File: config.mk
export PLATFORM = sky130hd
export DESIGN_NAME = pwm_tc_cell
export DESIGN_NICKNAME = d
export VERILOG_FILES = /design/src/hdl/pwm_tc_pkg.sv /design/src/hdl/pwm_tc_cell.sv
export SDC_FILE = /design/constraint.sdc
export NUM_CORES = 1
export LEC_CHECK = 0
export BUFFER_PORTS_ARGS = -buffer_cell sky130_fd_sc_hd__buf_4
export CORE_ASPECT_RATIO = 1.2
export CORE_MARGIN = 2
export CORE_UTILIZATION = 46
export CTS_BUF_LIST = sky130_fd_sc_hd__clkbuf_2
export DETAILED_ROUTE_END_ITERATION = 10
export GPL_TIMING_DRIVEN = 0
export PLACE_DENSITY_LB_ADDON = 0.08
export RECOVER_POWER = 25
export SLEW_MARGIN = 20
export SYNTH_ARGS = -nofsm -noshare
export SYNTH_HDL_FRONTEND = slang
export SYNTH_SLANG_ARGS = --single-unit
File: constraint.sdc
create_clock -name clock -period 3.9 [get_ports clock]
set_input_delay 0.585 -clock clock [delete_from_list [all_inputs] [get_ports clock]]
set_output_delay 0.585 -clock clock [all_outputs]
set_load 0.02 [all_outputs]
File: src/hdl/pwm_tc_pkg.sv
// Package for the PWM timing calculator: widths, codes and the pipeline beat type.
// No dependencies.
`default_nettype none
package pwm_tc_pkg;
   localparam int NumStages = 28;   // quotient bits per clocks divide
   localparam int PreStages = 17;   // quotient bits per period divide
   localparam logic [12:0] PrescaleLimit = 13'd4096;
   localparam logic [16:0] PeriodLimit   = 17'h10000;
   localparam logic [1:0] ST_OK    = 2'd0;
   localparam logic [1:0] ST_RANGE = 2'd1;
   localparam logic [1:0] ST_COUNT = 2'd2;
   localparam logic [1:0] MODE_LOW  = 2'd0;
   localparam logic [1:0] MODE_HIGH = 2'd1;
   localparam logic [1:0] MODE_PWM  = 2'd2;
   localparam logic [1:0] CSR_CLOCK = 2'd0;
   localparam logic [1:0] CSR_MINF  = 2'd1;
   localparam logic [1:0] CSR_MAXF  = 2'd2;

   // One beat moving through a restoring-division cell chain.
   typedef struct packed {
      logic        vld;
      logic        err;     // result already decided as an error
      logic [1:0]  status;
      logic [15:0] duty;
      logic [27:0] rem;     // partial remainder
      logic [27:0] num;     // dividend bits still to shift in (MSB first)
      logic [27:0] quo;     // quotient bits so far
      logic [27:0] den;     // divisor
   } beat_type;
endpackage
`default_nettype wire

File: src/hdl/pwm_tc_cell.sv
// One restoring-division cell: one quotient bit per cycle, registered.
// Depends on pwm_tc_pkg.
`default_nettype none
module pwm_tc_cell
   import pwm_tc_pkg::*;
(
   input  wire logic     clock,
   input  wire logic     reset,
   input  beat_type      beat_i,
   output beat_type      beat_o
);
   beat_type beat_ff, beat_in;
   logic [28:0] trial;
   logic [28:0] diff;
   always_comb begin
      beat_in = beat_i;
      trial = {beat_i.rem, beat_i.num[27]};
      diff = trial - {1'b0, beat_i.den};
      beat_in.num = {beat_i.num[26:0], 1'b0};
      if (!diff[28]) begin
         beat_in.rem = diff[27:0];
         beat_in.quo = {beat_i.quo[26:0], 1'b1};
      end else begin
         beat_in.rem = trial[27:0];
         beat_in.quo = {beat_i.quo[26:0], 1'b0};
      end
   end
   always_ff @(posedge clock) begin
      beat_ff <= beat_in;
      if (reset) begin
         beat_ff.vld <= 1'b0;
      end
   end
   assign beat_o = beat_ff;
endmodule
`default_nettype wire

==> flow_metrics.tcl <==
set metrics [dict create \
    placementRows 41 \
    met3_usage_pct 8.254 \
    register_area_sq_mm 0.002623 \
    die_y_um 117.1 \
    fin_crit_sh_pct 87.86 \
    syn_to_final_growth_pct 69.55 \
    leakage_nw 4.068 \
    routedWlPerCell_um 18.25 \
    die_area_sq_mm 0.01151 \
    cp_top_family "compound AO/OA/AOI/OAI gates" \
    grt_pass1_vias 4836 \
    clk_path_buf_depth 2 \
    ir_worst_vdd_v 0.0002247 \
    drc 0 \
    cts_made_buffers 17 \
    critical-path-max-stage-delay_ns 0.55 \
    cts_htree_levels 4 \
    postSynthCellCount 440 \
    design_area_sq_mm 0.008318 \
    worstPathRequired_ns 4.45 \
    yosys_register_bits 131 \
    hold_viol 0 \
    port_buffers 263 \
    drive_above_1_share_pct 39.00 \
    synth_nets 603 \
    power_density_mw_per_mm2 417.1 \
    place_congestion 0.8948 \
    cts_root_buf "clkbuf_2" \
    worst-path-buf-inv 5 \
    nFillCells 671 \
    worstSetupPathType "in2reg" \
    critPathSlowestCell "a2111oi_4" \
    whs_ns 0.1318 \
    seq_area_frac_synth_pct 53.46 \
    largest_register_ffs 131 \
    path_max_fanout 10 \
    ys.flop_type "dfxtp_1" \
    antenna_found_initial 0 \
    async_flop_share_pct 0 \
    rsz0062_at_grt "no" \
    grt-ovfl-total 0 \
    vias 4819 \
    grt_max_degree 17 \
    layout_min_cycle_time_ns 3.426 \
    syn_avg_cell_area_sq_um 11.15 \
    fin_nets 987 \
    synth_edf_count 0 \
    setup_viol_count_final 0 \
    worstHoldEndpoint "beat_o[87]" \
    cts_tree "yes" \
    grt_util_met1_pct 31.17 \
    core_sq_mm 0.01047 \
    grt_pass1_wl_mm 25.83 \
    initial_core_util_pct 46.88 \
    clkTransAtPathRegs_ns 0.21 \
    via_per_inst 4.994 \
    die_w_um 98.28 \
    multi_input_area_sq_mm 0.002108 \
    grt_use_met2_pct 56.39 \
    end_kind "flip-flop" \
    final_max_slew_viol_count 0 \
    track_usage_pct 29.31 \
    ios 266 \
    max_slew.worst_pin.slew_ns 0.6049 \
    drt.antenna.violating_nets 0 \
    maxCapViolCount 0 \
    drtPass1Iterations 5 \
    finalSetupTns_ns 0 \
    wl_mm 17.61 \
    ys_warn_count 0 \
    crit_arrival_ns 3.98 \
    startpoint_type "input pin" \
    clock-sinks 131 \
    slew_headroom_pct 59.25 \
    syn-cell-area_sq_mm 0.004906 \
    grt.busiest_layer "met2" \
    whs_path_depth 2 \
    crit_chain "dlygate4sd3_1 -> buf_4 -> ha_1 -> inv_1 -> fa_1 -> a211oi_1 -> o21a_1 -> o21bai_1 -> nand4_1 -> a2111oi_4 -> nor3_4 -> inv_4 -> buf_6 -> mux2_4" \
    diodes 0 \
    postCtsResizedCells 0 \
    max_freq_ghz 0.2919 \
    hpwl_mm 10.97 \
    status "completed" \
    post_dp_cell_area_sq_mm 0.007042 \
    min_path_type "in2reg" \
    worstHoldStart "beat_i[86]" \
    synth_cell_types 61 \
    drt_iter0_markers 178 \
]
cells in the mapped netlist, drive strengths merged (2+ instances only):
library cell  number  area, sq um
a31oi              4        25.02
nor3               6        41.29
a2111oi            5        63.82
xor2               7        61.31
mux2              21        296.5
mux2i              3        30.03
nor3b              2        15.01
inv               34        130.1
a21oi             22        110.1
buf                3        30.03
clkbuf             4        15.01
nand4              9        56.30
o211ai             3        22.52
a21o              19        142.6
nor2              16        60.06
o21a              10        75.07
o21ai             14        70.07
nand2b             2        12.51
nand3              7        35.03
and4               4        37.54
xnor2             13        113.9
nor4               3        18.77
ha                28        350.3
nor2b              5        31.28
nand2             23        86.33
and3               4        30.03
and2               2        12.52
a211oi             4        30.03
o31ai              3        22.52
o21bai             6        45.04
dfxtp            131         2623
or2                4        25.02
how the worst max path moves through the flow:
stage	start	endpoint	slack (ns)	depth (start not counted)
floorplan	beat_i[83]	beat_o[89]	0.79	13
global placement	beat_i[83]	beat_o[99]	0.29	14
detailed placement	beat_i[83]	beat_o[99]	0.26	14
CTS	beat_i[0]	beat_o[97]	0.51	14
global route	beat_i[0]	beat_o[97]	0.40	14
finish	beat_i[0]	beat_o[97]	0.47	14
placed cells by master, fill, tap and decap left out, drive strengths merged, types with 19 or more instances in the layout:
| cell | n |
|---|---|
| ha | 28 |
| a21o | 19 |
| nand2 | 23 |
| dlygate4sd3 | 102 |
| buf | 201 |
| a21oi | 22 |
| dfxtp | 131 |
| inv | 37 |
| clkbuf | 86 |
| mux2 | 21 |
where the power goes:
group,internal (mW),switching [mW],total (mW)
Clock,0.366,0.558,0.924
Combinational,0.518,0.517,1.04
Sequential,1.47,0.0424,1.51
Total,2.35,1.12,3.47
per-stage QoR:
stage | power, mW | instances | setup WS (ns) | utilization, %
after CTS | 3.436 | 961 | 0.5103 | 79.21
after detailed placement | 2.459 | 832 | 0.2577 | 67.29
final | 3.469 | 965 | 0.4736 | 79.48
after global routing | 3.613 | 965 | 0.3964 | 79.48
after floorplan | 2.068 | 440 | 0.7870 | -
after global placement | 2.448 | 832 | 0.2897 | 67.29
area by class of cell:
cell class / instances / share of cell area, %
repair buffers: 365 / 35.88
clock buffers: 17 / 1.023
well taps: 129 / 1.940
flip-flops and latches: 131 / 31.53
plain buffers: 7 / 0.5415
clock inverters: 14 / 2.181
multi-input cells: 268 / 25.35
inverters: 34 / 1.564
kinds of logic after synthesis:
logic type / synth area share [%]
DFF: 53.46
AOI/OAI and AO/OA: 14.89
and+or+nand+nor: 10.23
buffers and inverters: 3.571
adders and majority gates: 7.549
muxes: 6.656
xor gates and xnor gates: 3.571
other: 0.07644
per-layer routing:
metal,vias to the layer above,part of all wire (%)
li1,2330,-
met1,2245,37
met2,206,54
met3,38,7.0
met4,0,2.4
met5,-,0
timing repair:
item / CTS / global route
hold endpoints to repair: 98 / 4
hold buffers: 98 / 4
setup buffers: 0 / 0
Note: power is estimated with default switching activity, not from simulation.
